--- config.mk ---
export PLATFORM = sky130hd
export DESIGN_NAME = cross_lb_keogh_early_abandon_flat
export DESIGN_NICKNAME = d
export VERILOG_FILES = /design/src/rtl/lbk_pkg.sv /design/src/rtl/lbk_in_if.sv /design/src/rtl/lbk_out_if.sv /design/src/rtl/lbk_lane.sv /design/src/rtl/lbk_merge.sv /design/src/rtl/cross_lb_keogh_early_abandon.sv /design/src/flat_wrapper.sv
export SDC_FILE = /design/constraint.sdc
export NUM_CORES = 2
export LEC_CHECK = 0
export ABC_CLOCK_PERIOD_IN_PS = 11200
export BUFFER_PORTS_ARGS = -buffer_cell sky130_fd_sc_hd__buf_2
export CORE_ASPECT_RATIO = 0.8
export CORE_MARGIN = 2
export CORE_UTILIZATION = 55
export CTS_BUF_LIST = sky130_fd_sc_hd__clkbuf_8
export DETAILED_ROUTE_END_ITERATION = 10
export GPL_ROUTABILITY_DRIVEN = 1
export PLACE_DENSITY = 0.73
export SLEW_MARGIN = 10
export SYNTH_ARGS = -nofsm -noshare
export SYNTH_HDL_FRONTEND = slang
export SYNTH_HIERARCHICAL = 1
export SYNTH_SLANG_ARGS = --single-unit
--- constraint.sdc ---
create_clock -name i_clk -period 11.2 [get_ports i_clk]
set_input_delay 1.68 -clock i_clk [delete_from_list [all_inputs] [get_ports i_clk]]
set_output_delay 1.68 -clock i_clk [all_outputs]
set_load 0.03 [all_outputs]
--- src/rtl/lbk_pkg.sv ---
// Package for the LB_Keogh early-abandon block: widths, payload types,
// the lane control struct and the envelope excess function. No dependencies.
package lbk_pkg;

    localparam int SAMPLE_WIDTH = 16;
    localparam int SUM_WIDTH    = 48;
    localparam int REG_WIDTH    = 48;
    localparam int BOUND_WIDTH  = 48;
    localparam int SQ_WIDTH     = 2 * SAMPLE_WIDTH;
    localparam int ACC_WIDTH    = ((SUM_WIDTH > SQ_WIDTH) ? SUM_WIDTH : SQ_WIDTH) + 1;
    localparam int CMP_WIDTH    = (SUM_WIDTH > REG_WIDTH) ? SUM_WIDTH : REG_WIDTH;

    typedef logic signed [SAMPLE_WIDTH-1:0] t_sample;
    typedef logic        [SAMPLE_WIDTH-1:0] t_diff;
    typedef logic        [SQ_WIDTH-1:0]     t_sq;
    typedef logic        [SUM_WIDTH-1:0]    t_sum;
    typedef logic        [REG_WIDTH-1:0]    t_thr;
    typedef logic        [BOUND_WIDTH-1:0]  t_bound;

    localparam t_sum SUM_MAX = {SUM_WIDTH{1'b1}};

    // Pipeline control shared by both lanes.
    typedef struct packed {
        logic advance;
        logic s2_valid;
        logic s2_last;
    } t_pipe_ctl;

    // Distance of a sample outside its envelope. The upper test wins when the
    // envelope is inverted. Values are compared in offset-binary form.
    function automatic t_diff excess(input t_sample x, input t_sample lo,
                                     input t_sample hi);
        t_diff bx;
        t_diff bl;
        t_diff bh;
        t_diff d;
        bx = {~x[SAMPLE_WIDTH-1], x[SAMPLE_WIDTH-2:0]};
        bl = {~lo[SAMPLE_WIDTH-1], lo[SAMPLE_WIDTH-2:0]};
        bh = {~hi[SAMPLE_WIDTH-1], hi[SAMPLE_WIDTH-2:0]};
        if (bx > bh) begin
            d = bx - bh;
        end else if (bx < bl) begin
            d = bl - bx;
        end else begin
            d = '0;
        end
        return d;
    endfunction

    // True while a sum is still below the abandon threshold, or always when the threshold is infinite.
    function automatic logic sum_below(input t_sum s, input t_thr thr,
                                       input logic infinite);
        return infinite || (CMP_WIDTH'(s) < CMP_WIDTH'(thr));
    endfunction

endpackage

--- src/rtl/lbk_in_if.sv ---
// Input channel interface: one beat carries an aligned sample pair, both
// envelopes and the last flag. Depends on lbk_pkg.
interface lbk_in_if import lbk_pkg::*; ();
    logic    valid;
    logic    ready;
    t_sample sample_a;
    t_sample lower_b;
    t_sample upper_b;
    t_sample sample_b;
    t_sample lower_a;
    t_sample upper_a;
    logic    last;

    modport source (output valid, sample_a, lower_b, upper_b, sample_b, lower_a,
                    upper_a, last, input ready);
    modport sink   (input valid, sample_a, lower_b, upper_b, sample_b, lower_a,
                    upper_a, last, output ready);
endinterface

--- src/rtl/lbk_out_if.sv ---
// Result channel interface: one beat carries the bound and the pruned flag.
// Depends on lbk_pkg.
interface lbk_out_if import lbk_pkg::*; ();
    logic   valid;
    logic   ready;
    t_bound bound;
    logic   pruned;

    modport source (output valid, bound, pruned, input ready);
    modport sink   (input valid, bound, pruned, output ready);
endinterface

--- src/rtl/lbk_lane.sv ---
// One accumulation lane: envelope excess, square, saturating accumulate with
// early abandon, and a register for the final sum of a series. Uses lbk_pkg.
module lbk_lane import lbk_pkg::*; (
    input  logic      i_clk,
    input  logic      i_rst_n,
    input  t_pipe_ctl i_ctl,
    input  t_sample   i_sample,
    input  t_sample   i_lower,
    input  t_sample   i_upper,
    input  t_thr      i_threshold,
    input  logic      i_infinite,
    output t_sum      o_final_sum
);

    t_diff r_diff;
    t_sq   r_sq;
    t_sum  r_sum;
    t_sum  r_final;
    t_sum  n_sum;

    logic [ACC_WIDTH-1:0] acc_wide;

    always_comb begin
        acc_wide = ACC_WIDTH'(r_sum) + ACC_WIDTH'(r_sq);
        if (!sum_below(r_sum, i_threshold, i_infinite)) begin
            n_sum = r_sum;
        end else if (acc_wide > ACC_WIDTH'(SUM_MAX)) begin
            n_sum = SUM_MAX;
        end else begin
            n_sum = SUM_WIDTH'(acc_wide);
        end
    end

    // Payload stages need no reset.
    always_ff @(posedge i_clk) begin
        if (i_ctl.advance) begin
            r_diff <= excess(i_sample, i_lower, i_upper);
            r_sq   <= SQ_WIDTH'(r_diff) * SQ_WIDTH'(r_diff);
        end
        if (i_ctl.advance && i_ctl.s2_valid && i_ctl.s2_last) begin
            r_final <= n_sum;
        end
    end

    always_ff @(posedge i_clk) begin
        if (!i_rst_n) begin
            r_sum <= '0;
        end else if (i_ctl.advance && i_ctl.s2_valid) begin
            r_sum <= i_ctl.s2_last ? '0 : n_sum;
        end
    end

    assign o_final_sum = r_final;

endmodule

--- src/rtl/lbk_merge.sv ---
// Merge stage: combines the two final lane sums into the bound and the pruned
// flag and holds them in the output register. Uses lbk_pkg.
module lbk_merge import lbk_pkg::*; (
    input  logic   i_clk,
    input  logic   i_rst_n,
    input  logic   i_load,
    input  t_sum   i_fwd,
    input  t_sum   i_bwd,
    input  t_thr   i_threshold,
    input  logic   i_infinite,
    input  logic   i_ready,
    output logic   o_valid,
    output t_bound o_bound,
    output logic   o_pruned
);

    logic   r_valid;
    t_bound r_bound;
    logic   r_pruned;
    logic   n_pruned;
    t_sum   n_max;

    always_comb begin
        n_pruned = !sum_below(i_fwd, i_threshold, i_infinite);
        n_max    = (i_fwd > i_bwd) ? i_fwd : i_bwd;
    end

    always_ff @(posedge i_clk) begin
        if (!i_rst_n) begin
            r_valid <= 1'b0;
        end else if (i_load) begin
            r_valid <= 1'b1;
        end else if (i_ready) begin
            r_valid <= 1'b0;
        end
    end

    always_ff @(posedge i_clk) begin
        if (i_load) begin
            r_pruned <= n_pruned;
            r_bound  <= n_pruned ? BOUND_WIDTH'(SUM_MAX) : BOUND_WIDTH'(n_max);
        end
    end

    assign o_valid  = r_valid;
    assign o_bound  = r_bound;
    assign o_pruned = r_pruned;

endmodule

--- src/rtl/cross_lb_keogh_early_abandon.sv ---
// Top level of the symmetric LB_Keogh lower bound with early abandoning.
// Depends on lbk_pkg, lbk_in_if, lbk_out_if, lbk_lane and lbk_merge.

// The block takes one beat per clock, each carrying one aligned index of two
// series: both samples and the envelope of each series at that index. A
// forward lane adds the squared excess of sample_a over the envelope of the
// second series and a backward lane does the same for sample_b against the
// envelope of the first; each lane stops adding once its sum reaches the
// dropout threshold, and each sum saturates at all ones. The beat flagged
// last closes a series: its result moves through the excess, square and
// final-sum stages to the output register and carries the larger of the
// two sums, or all ones with pruned set when the forward sum reached the
// threshold; a threshold of all ones means no abandoning at all. The rate
// is one beat per clock, set by the accumulate loop in each lane; the
// input stalls only when a finished result reaches the merge stage while
// the previous result still sits unclaimed in the output register. The
// threshold should be written only while no series is in flight.
module cross_lb_keogh_early_abandon import lbk_pkg::*; (
    input  logic      i_clk,
    input  logic      i_rst_n,
    input  logic      i_cfg_we,
    input  t_thr      i_cfg_wdata,
    lbk_in_if.sink    i_in,
    lbk_out_if.source o_res
);

    // Threshold register and its precomputed "infinite" flag.
    t_thr r_threshold;
    logic r_infinite;

    always_ff @(posedge i_clk) begin
        if (!i_rst_n) begin
            r_threshold <= '1;
            r_infinite  <= 1'b1;
        end else if (i_cfg_we) begin
            r_threshold <= i_cfg_wdata;
            r_infinite  <= CMP_WIDTH'(i_cfg_wdata) >= CMP_WIDTH'(SUM_MAX);
        end
    end

    // Pipeline control. Stage one holds the excess, stage two the square, and
    // stage three the final sums of a closed series waiting for the merge.
    logic r_s1_valid;
    logic r_s1_last;
    logic r_s2_valid;
    logic r_s2_last;
    logic r_s3_valid;

    logic      advance;
    logic      accept;
    logic      res_valid;
    t_pipe_ctl ctl;
    t_sum      fwd_final;
    t_sum      bwd_final;

    // The whole pipeline moves together. It holds only when a result is ready
    // to merge and the output register is full and not being drained.
    assign advance  = !(r_s3_valid && res_valid && !o_res.ready);
    assign i_in.ready = advance;
    assign accept   = i_in.valid && advance;

    assign ctl.advance  = advance;
    assign ctl.s2_valid = r_s2_valid;
    assign ctl.s2_last  = r_s2_last;

    always_ff @(posedge i_clk) begin
        if (!i_rst_n) begin
            r_s1_valid <= 1'b0;
            r_s1_last  <= 1'b0;
            r_s2_valid <= 1'b0;
            r_s2_last  <= 1'b0;
            r_s3_valid <= 1'b0;
        end else if (advance) begin
            r_s1_valid <= accept;
            r_s1_last  <= i_in.last;
            r_s2_valid <= r_s1_valid;
            r_s2_last  <= r_s1_last;
            r_s3_valid <= r_s2_valid && r_s2_last;
        end
    end

    lbk_lane u_fwd_lane (
        .i_clk       (i_clk),
        .i_rst_n     (i_rst_n),
        .i_ctl       (ctl),
        .i_sample    (i_in.sample_a),
        .i_lower     (i_in.lower_b),
        .i_upper     (i_in.upper_b),
        .i_threshold (r_threshold),
        .i_infinite  (r_infinite),
        .o_final_sum (fwd_final)
    );

    lbk_lane u_bwd_lane (
        .i_clk       (i_clk),
        .i_rst_n     (i_rst_n),
        .i_ctl       (ctl),
        .i_sample    (i_in.sample_b),
        .i_lower     (i_in.lower_a),
        .i_upper     (i_in.upper_a),
        .i_threshold (r_threshold),
        .i_infinite  (r_infinite),
        .o_final_sum (bwd_final)
    );

    // A waiting stage-three result moves into the output register whenever
    // the pipeline advances, which means the register is free or draining.
    lbk_merge u_merge (
        .i_clk       (i_clk),
        .i_rst_n     (i_rst_n),
        .i_load      (r_s3_valid && advance),
        .i_fwd       (fwd_final),
        .i_bwd       (bwd_final),
        .i_threshold (r_threshold),
        .i_infinite  (r_infinite),
        .i_ready     (o_res.ready),
        .o_valid     (res_valid),
        .o_bound     (o_res.bound),
        .o_pruned    (o_res.pruned)
    );

    assign o_res.valid = res_valid;

endmodule

--- src/flat_wrapper.sv ---
// flat-port wrapper written by rule: the top's interface ports become plain ports
module cross_lb_keogh_early_abandon_flat import lbk_pkg::*;
  (i_clk, i_rst_n, i_cfg_we, i_cfg_wdata, i_in_valid, i_in_sample_a, i_in_lower_b, i_in_upper_b, i_in_sample_b, i_in_lower_a, i_in_upper_a, i_in_last, i_in_ready, o_res_valid, o_res_bound, o_res_pruned, o_res_ready);
  lbk_in_if i_in_i ();
  lbk_out_if o_res_i ();
  input  logic i_clk;
  input  logic i_rst_n;
  input  logic i_cfg_we;
  input  t_thr i_cfg_wdata;
  input wire logic [$bits(i_in_i.valid)-1:0] i_in_valid;
  input wire logic [$bits(i_in_i.sample_a)-1:0] i_in_sample_a;
  input wire logic [$bits(i_in_i.lower_b)-1:0] i_in_lower_b;
  input wire logic [$bits(i_in_i.upper_b)-1:0] i_in_upper_b;
  input wire logic [$bits(i_in_i.sample_b)-1:0] i_in_sample_b;
  input wire logic [$bits(i_in_i.lower_a)-1:0] i_in_lower_a;
  input wire logic [$bits(i_in_i.upper_a)-1:0] i_in_upper_a;
  input wire logic [$bits(i_in_i.last)-1:0] i_in_last;
  output wire logic [$bits(i_in_i.ready)-1:0] i_in_ready;
  output wire logic [$bits(o_res_i.valid)-1:0] o_res_valid;
  output wire logic [$bits(o_res_i.bound)-1:0] o_res_bound;
  output wire logic [$bits(o_res_i.pruned)-1:0] o_res_pruned;
  input wire logic [$bits(o_res_i.ready)-1:0] o_res_ready;
  assign i_in_i.valid = i_in_valid;
  assign i_in_i.sample_a = i_in_sample_a;
  assign i_in_i.lower_b = i_in_lower_b;
  assign i_in_i.upper_b = i_in_upper_b;
  assign i_in_i.sample_b = i_in_sample_b;
  assign i_in_i.lower_a = i_in_lower_a;
  assign i_in_i.upper_a = i_in_upper_a;
  assign i_in_i.last = i_in_last;
  assign i_in_ready = i_in_i.ready;
  assign o_res_valid = o_res_i.valid;
  assign o_res_bound = o_res_i.bound;
  assign o_res_pruned = o_res_i.pruned;
  assign o_res_i.ready = o_res_ready;
  cross_lb_keogh_early_abandon u_core (.i_clk(i_clk), .i_rst_n(i_rst_n), .i_cfg_we(i_cfg_we), .i_cfg_wdata(i_cfg_wdata), .i_in(i_in_i), .o_res(o_res_i));
endmodule
# Word-level counts from Yosys, hierarchy flattened
# Index checks and enable logic that the tools add are counted.
# totals
word_cells	70
regBits	392
out_inout_bits	51
# op_classes
addsub	6
n_mul	2
n_mux	13
magnitude_cmp	11
reduce_logical	14
bitwise_logic	6
# op_table
op	n
48-bit two-way mux	7
48-bit less-than comparator	3
48-bit by 32-bit adder with 49-bit output	2
49-bit by 48-bit greater-than comparator with 1-bit output (second input constant)	2
16-bit by 16-bit multiplier with 32-bit output	2
16-bit two-way mux	4
16-bit subtractor	4
48-bit greater-or-equal comparator (second input constant)	1
48-bit greater-than comparator	1
16-bit greater-than comparator	2
16-bit less-than comparator	2
1-bit logical AND	7
1-bit NOT	6
1-bit logical NOT	3
1-bit logical OR	3
1-bit two-way mux	2
2-bit nonzero test	1

# Depth between registers and ports, before layout
# logic_depth
word_depth	5
ltp_mapped	26

# Hierarchy
# The synthesis kept the hierarchy.
# modules_own_cells
mod	instances	area_per_inst_um2	cells_each
lbk_lane at u_core.u_fwd_lane	1	17555.6	1942
lbk_lane at u_core.u_bwd_lane	1	17441.7	1940
lbk_merge	1	4704.5	497
cross_lb_keogh_early_abandon	1	2059.5	194

# Least setup slack after synthesis
# OpenSTA, ideal clock, no wires.
# synth_path
kind	reg2reg
from	register u_core.u_bwd_lane.r_diff[4]
to	register u_core.u_bwd_lane.r_sq[30] (data pin)
required_time_ps	10939
period_less_slack_ps	6487
path_stages_with_launch	22
t_arrival_ps	6226
path_slack_ps	4713
setup_ps	261
cell_sequence	edfxtp_1 > clkbuf_1 > clkbuf_1 > nand2_1 > fa_1 > inv_1 > fa_1 > fa_1 > fa_1 > fa_1 > inv_1 > fa_1 > inv_1 > ha_1 > a21o_1 > a21o_1 > a21oi_1 > nor2_1 > a211oi_1 > a21oi_1 > o311a_1 > a311o_1
# synth_between
elab_chain_cells	1
# synth_lines
element	line_no	rtl
start, declared	lbk_lane.sv:15	t_diff r_diff;
start signal, assigned	lbk_lane.sv:37	r_diff <= excess(i_sample, i_lower, i_upper);
16-bit by 16-bit multiplier with 32-bit output	lbk_lane.sv:38	r_sq <= SQ_WIDTH'(r_diff) * SQ_WIDTH'(r_diff);
end signal, assigned	lbk_lane.sv:38	
end, declared	lbk_lane.sv:16	t_sq r_sq;
# No other way between the ends.
# A chain may end at the register's enable or synchronous reset.

# Worst setup path after layout
# layout_path
from	register u_core.u_fwd_lane.r_diff[8]
to	register u_core.u_fwd_lane.r_sq[31] (data pin)
# layout_between
elab_chain_cells	1
# layout_lines
element	line_no
start, declared	lbk_lane.sv:15
start signal, assigned	lbk_lane.sv:37
16-bit by 16-bit multiplier with 32-bit output	lbk_lane.sv:38
end signal, assigned	lbk_lane.sv:38
end, declared	lbk_lane.sv:16
# No other way between the ends.

==> impl_summary.log <==
[metrics] WS Path Type: flip-flop to flip-flop
[metrics] cell row count: 90
[metrics] result of the run: finished, final reports clean
[metrics] TritonCTS clock tree: yes
[metrics] arrival time of the worst setup path: roughly 7.3 ns
[metrics] switching share of power: about 47%
[metrics] DR WL/cell: between 15 and 20 µm
[metrics] number of endpoints failing setup at the final stage: 0
[metrics] Slew Limit Headroom: roughly a tenth
[metrics] half-perimeter wire length of the detailed placement result: ~88,000 µm
[metrics] Die Width: around 310 µm
[metrics] cells along the critical path: inv_1 > nor2_1 > fa_1 > inv_1 > fa_1 > inv_1 > fa_1 > inv_1 > fa_1 > inv_1 > fa_1 > inv_1 > fa_1 > inv_1 > ha_1 > o21a_1 > a21o_1 > a21oi_2 > o31a_1 > nor3_1 > or3_1 > a311oi_2 > a21oi_1 > xnor2_1
[metrics] placer congestion estimate: between 0.9 and 1
[metrics] first-pass GRT wire length: approximately 170,000 µm
[metrics] overall die area: around 0.078 mm²
[metrics] CP max stage cell: sky130_fd_sc_hd__edfxtp_1
[metrics] Syn Area/Cell: between 9 and 10 µm²
[metrics] data required time of the worst path: 11.62 ns
[metrics] proportion of register bits with asynchronous set or reset after synthesis: 0%
[metrics] I/O pin total: 201
[metrics] largest net degree at the start of global routing: 84
[metrics] total power density per cell area: between 200 and 250 mW/mm²
[metrics] total number of clock tree sinks: 390
[metrics] slew at the pin closest to its max-slew limit: between 1 and 1.5 ns
[metrics] drt drc: 0
[metrics] Initial Utilization: 55.4%
[metrics] antenna violations before repair: 2
[metrics] chip height: 250 µm
[metrics] global router's overall resource usage: between 20 and 30%
[metrics] Post-synth EDFFs: between 200 and 250
[metrics] most prevalent standard cell on the critical path: sky130_fd_sc_hd__inv_1
[metrics] # Max-Cap Violations: 0
[metrics] synthesis-to-layout area growth: 7.80%
[metrics] shortest clock period the worst path allows after layout: just under 7 ns
[metrics] Routed WL: roughly 110,000 µm
[metrics] Max VDD drop: around 0.00024 V
[metrics] portion of the post-synthesis area used by sequential elements: roughly a quarter
[metrics] count of final max-slew check failures: 0
[metrics] number of buffers and inverters on the critical path: 7
[metrics] clock network fraction of total power: 13.8%
[metrics] total vias in the final route: 33,477
[metrics] FMAX: 145 MHz
[metrics] antenna-violating nets left: 0
[metrics] static leakage: 23.3 nW
[metrics] highest cell delay on the worst timing path: between 0.6 and 0.7 ns
[metrics] drt via density: a little under 6
[metrics] core area: approximately 0.075 mm²
[metrics] Final #Nets: 5,722
[metrics] cell area after technology mapping: roughly 0.042 mm²
[metrics] setup repair after global routing missed its margin: no
[metrics] root buffer selected by CTS: sky130_fd_sc_hd__clkbuf_8
[metrics] Clock Latency Late Sink: 0.68 ns
[metrics] Synthesized Nets: approximately 5,600
[metrics] DRT iter0 DRCs: between 3,000 and 4,000
[metrics] area leader, netlist: sky130_fd_sc_hd__edfxtp_1
[metrics] switching power of the nets: between 4 and 5 mW
[metrics] buffer levels on the longest clock path: 3
[metrics] ratio of cells with drive above 1 in the final layout: 8.83%
[metrics] highest fanout seen on the critical path: 14
[metrics] count of non-filler cells in the finished layout: a little under 6,000
[metrics] top cells by area in the synthesized netlist: sky130_fd_sc_hd__edfxtp_1, sky130_fd_sc_hd__fa_1, sky130_fd_sc_hd__ha_1, sky130_fd_sc_hd__inv_1, sky130_fd_sc_hd__dfxtp_1
[metrics] quantity of I/O buffers inserted on ports: 200
[metrics] power share of the combinational group: about 65%
[metrics] number of warnings reported in the yosys synthesis log: 6
[metrics] distinct cell type count after synthesis: between 100 and 150
[metrics] portion of the clock cycle consumed by the worst path in the final layout: about three fifths
[metrics] #FFs+latches synth: 390
[metrics] number of global-route vias before repair: around 33,000
[metrics] area share of the largest cell type after synthesis: about 17%
[metrics] GRT Residual Overflow: 0
[metrics] number of hold buffers added after CTS: 0
[metrics] number of buffers created by CTS: roughly 70
[metrics] element type at the critical path end: flip-flop
[metrics] buffers inserted during post-CTS setup optimization: 0
[metrics] Synth Flop Type: sky130_fd_sc_hd__edfxtp_1
[metrics] post-layout power: between 10 and 15 mW
[metrics] Clock Pin Slew Worst Setup and Hold Paths: 0.07 ns
[metrics] Setup crit start kind: flip-flop
[metrics] internal power: between 5 and 6 mW
[metrics] sequential share of power: roughly 21%
[metrics] Hold Path Class: flip-flop to flip-flop
[metrics] number of hold violations in the final report: 0
[metrics] number of cells in the design after placement: between 5,000 and 6,000
[metrics] Final TNS setup: 0 ns
[metrics] Synth Instances: between 4,000 and 5,000
[metrics] dominant delay contributor by cell family on the critical path: adder cells
[metrics] Worst Skew: roughly 0.047 ns
[metrics] count of instances resized after the clock tree is built: 0
[metrics] DR pass1 iterations: 7
[metrics] number of H-tree levels: 3
[per-stage QoR]
step | cell area [µm²] | hold slack, ns | utilization, % | worst slack, ns
floorplan | 41800 | 0.454 | - | 4.71
global placement | 43500 | 0.503 | 57.7 | 4.47
detailed placement | 43500 | 0.506 | 57.7 | 4.31
CTS | 45000 | 0.514 | 59.8 | 4.30
global route | 45000 | 0.533 | 59.8 | 3.96
finish | 45000 | 0.512 | 59.8 | 4.29
[path summary, 6_finish.rpt]
kind | cells past startpoint | end | slack (ns) | start
worst max register to register | 24 | u_core/u_fwd_lane/r_sq[31]$_DFFE_PP_ | 4.29 | u_core/u_fwd_lane/r_diff[8]$_DFFE_PP_
worst min-delay path | 1 | u_core/u_bwd_lane/r_sum[4]$_SDFFE_PN0P_ | 0.51 | u_core/u_bwd_lane/r_sum[4]$_SDFFE_PN0P_
worst max-delay path | 24 | u_core/u_fwd_lane/r_sq[31]$_DFFE_PP_ | 4.29 | u_core/u_fwd_lane/r_diff[8]$_DFFE_PP_
worst min register to register | 1 | u_core/u_bwd_lane/r_sum[4]$_SDFFE_PN0P_ | 0.51 | u_core/u_bwd_lane/r_sum[4]$_SDFFE_PN0P_
[kinds of logic (layout without fill, tap and decap cells)]
| logic type | count (synthesis) | after routing | share of synthesized area (%) |
|---|---|---|---|
| AO/OA/AOI/OAI | 941 | 941 | 15.2 |
| adder cells (fa/ha/maj) | 853 | 853 | 31.5 |
| buffers and inverters | 970 | 1174 | 9.12 |
| other | 0 | 2 | 0 |
| AND/OR/NAND/NOR | 1138 | 1138 | 13.5 |
| flip-flops | 390 | 390 | 24.4 |
| XOR/XNOR | 162 | 162 | 3.40 |
| multiplexers | 119 | 119 | 2.89 |
[layout make-up]
class | instances | area, µm²
clock buffer | 83 | 1140
multi-input combinational | 3213 | 27800
inverter | 825 | 3100
sequential | 390 | 10200
tap | 1012 | 1270
antenna | 2 | 5.00
clock inverter | 48 | 377
timing repair buffer | 218 | 1140
fill | 6556 | 30300
[layer usage]
layer / track usage, % / wire length [µm] / up-vias
met2: 40.8 / 45600 / 1277
met4: 6.74 / 2250 / 2
met5: 0.983 / 108 / -
met1: 40.6 / 50200 / 16054
li1: - / - / 15996
met3: 7.75 / 11000 / 148
[synthesized netlist by cell type, types with 13 or more instances]
| cell type | number |
|---|---|
| sky130_fd_sc_hd__inv_1 | 824 |
| sky130_fd_sc_hd__ha_1 | 521 |
| sky130_fd_sc_hd__nand2_1 | 358 |
| sky130_fd_sc_hd__fa_1 | 332 |
| sky130_fd_sc_hd__a21oi_1 | 273 |
| sky130_fd_sc_hd__edfxtp_1 | 239 |
| sky130_fd_sc_hd__nor2_1 | 208 |
| sky130_fd_sc_hd__dfxtp_1 | 151 |
| sky130_fd_sc_hd__o21ai_0 | 148 |
| sky130_fd_sc_hd__nand3_1 | 109 |
| sky130_fd_sc_hd__mux2i_1 | 108 |
| sky130_fd_sc_hd__xnor2_1 | 103 |
| sky130_fd_sc_hd__and2_1 | 99 |
| sky130_fd_sc_hd__clkbuf_1 | 96 |
| sky130_fd_sc_hd__a21o_1 | 92 |
| sky130_fd_sc_hd__nand4_1 | 72 |
| sky130_fd_sc_hd__nor3_1 | 67 |
| sky130_fd_sc_hd__xor2_1 | 59 |
| sky130_fd_sc_hd__a31oi_1 | 53 |
| sky130_fd_sc_hd__and3_1 | 48 |
| sky130_fd_sc_hd__a22o_1 | 42 |
| sky130_fd_sc_hd__nor2b_1 | 40 |
| sky130_fd_sc_hd__nand2b_1 | 30 |
| sky130_fd_sc_hd__o2bb2ai_1 | 28 |
| sky130_fd_sc_hd__o31ai_1 | 28 |
| sky130_fd_sc_hd__o21a_1 | 27 |
| sky130_fd_sc_hd__a211oi_1 | 25 |
| sky130_fd_sc_hd__buf_2 | 24 |
| sky130_fd_sc_hd__or3_1 | 22 |
| sky130_fd_sc_hd__o21bai_1 | 21 |
| sky130_fd_sc_hd__nor4_1 | 19 |
| sky130_fd_sc_hd__o211ai_1 | 18 |
| sky130_fd_sc_hd__o21ai_1 | 16 |
| sky130_fd_sc_hd__or2_2 | 15 |
| sky130_fd_sc_hd__o31a_1 | 13 |
[worst reg2reg max path: stages (launching register included)]
cell and delay (ns):
sky130_fd_sc_hd__edfxtp_1 0.64, sky130_fd_sc_hd__inv_1 0.28, sky130_fd_sc_hd__nor2_1 0.10, sky130_fd_sc_hd__fa_1 0.52
sky130_fd_sc_hd__inv_1 0.05, sky130_fd_sc_hd__fa_1 0.47, sky130_fd_sc_hd__inv_1 0.06, sky130_fd_sc_hd__fa_1 0.51
sky130_fd_sc_hd__inv_1 0.05, sky130_fd_sc_hd__fa_1 0.47, sky130_fd_sc_hd__inv_1 0.05, sky130_fd_sc_hd__fa_1 0.52
sky130_fd_sc_hd__inv_1 0.06, sky130_fd_sc_hd__fa_1 0.54, sky130_fd_sc_hd__inv_1 0.04, sky130_fd_sc_hd__ha_1 0.34
sky130_fd_sc_hd__o21a_1 0.20, sky130_fd_sc_hd__a21o_1 0.24, sky130_fd_sc_hd__a21oi_2 0.20, sky130_fd_sc_hd__o31a_1 0.25
sky130_fd_sc_hd__nor3_1 0.11, sky130_fd_sc_hd__or3_1 0.43, sky130_fd_sc_hd__a311oi_2 0.28, sky130_fd_sc_hd__a21oi_1 0.13
sky130_fd_sc_hd__xnor2_1 0.13
[layout by cell type, fill, tap and decap left out, types with 146 or more instances in the layout]
cell type / n
sky130_fd_sc_hd__buf_2: 200
sky130_fd_sc_hd__nor2_1: 208
sky130_fd_sc_hd__inv_1: 841
sky130_fd_sc_hd__fa_1: 332
sky130_fd_sc_hd__o21ai_0: 146
sky130_fd_sc_hd__dfxtp_1: 151
sky130_fd_sc_hd__edfxtp_1: 239
sky130_fd_sc_hd__nand2_1: 358
sky130_fd_sc_hd__ha_1: 521
sky130_fd_sc_hd__a21oi_1: 272
[state kept, by name (all words and copies together) (netlist names), 16 cells and up]
register	count
u_core/r_threshold	48
u_core/u_bwd_lane/o_final_sum	48
u_core/u_bwd_lane/r_sum	48
u_core/u_fwd_lane/o_final_sum	48
u_core/u_fwd_lane/r_sum	48
u_core/u_merge/o_bound	48
u_core/u_bwd_lane/r_sq	31
u_core/u_fwd_lane/r_sq	31
u_core/u_bwd_lane/r_diff	16
u_core/u_fwd_lane/r_diff	16
[power groups by stage]
stage	clock (mW)	combinational (mW)	sequential, mW
detailed placement	0	6.92	2.23
finish	1.47	6.96	2.21
global route	1.55	7.97	2.23
floorplan	0	5.43	2.10
CTS	1.49	6.96	2.20
global placement	0	6.77	2.22
Note: power is estimated with default switching activity, not from simulation.
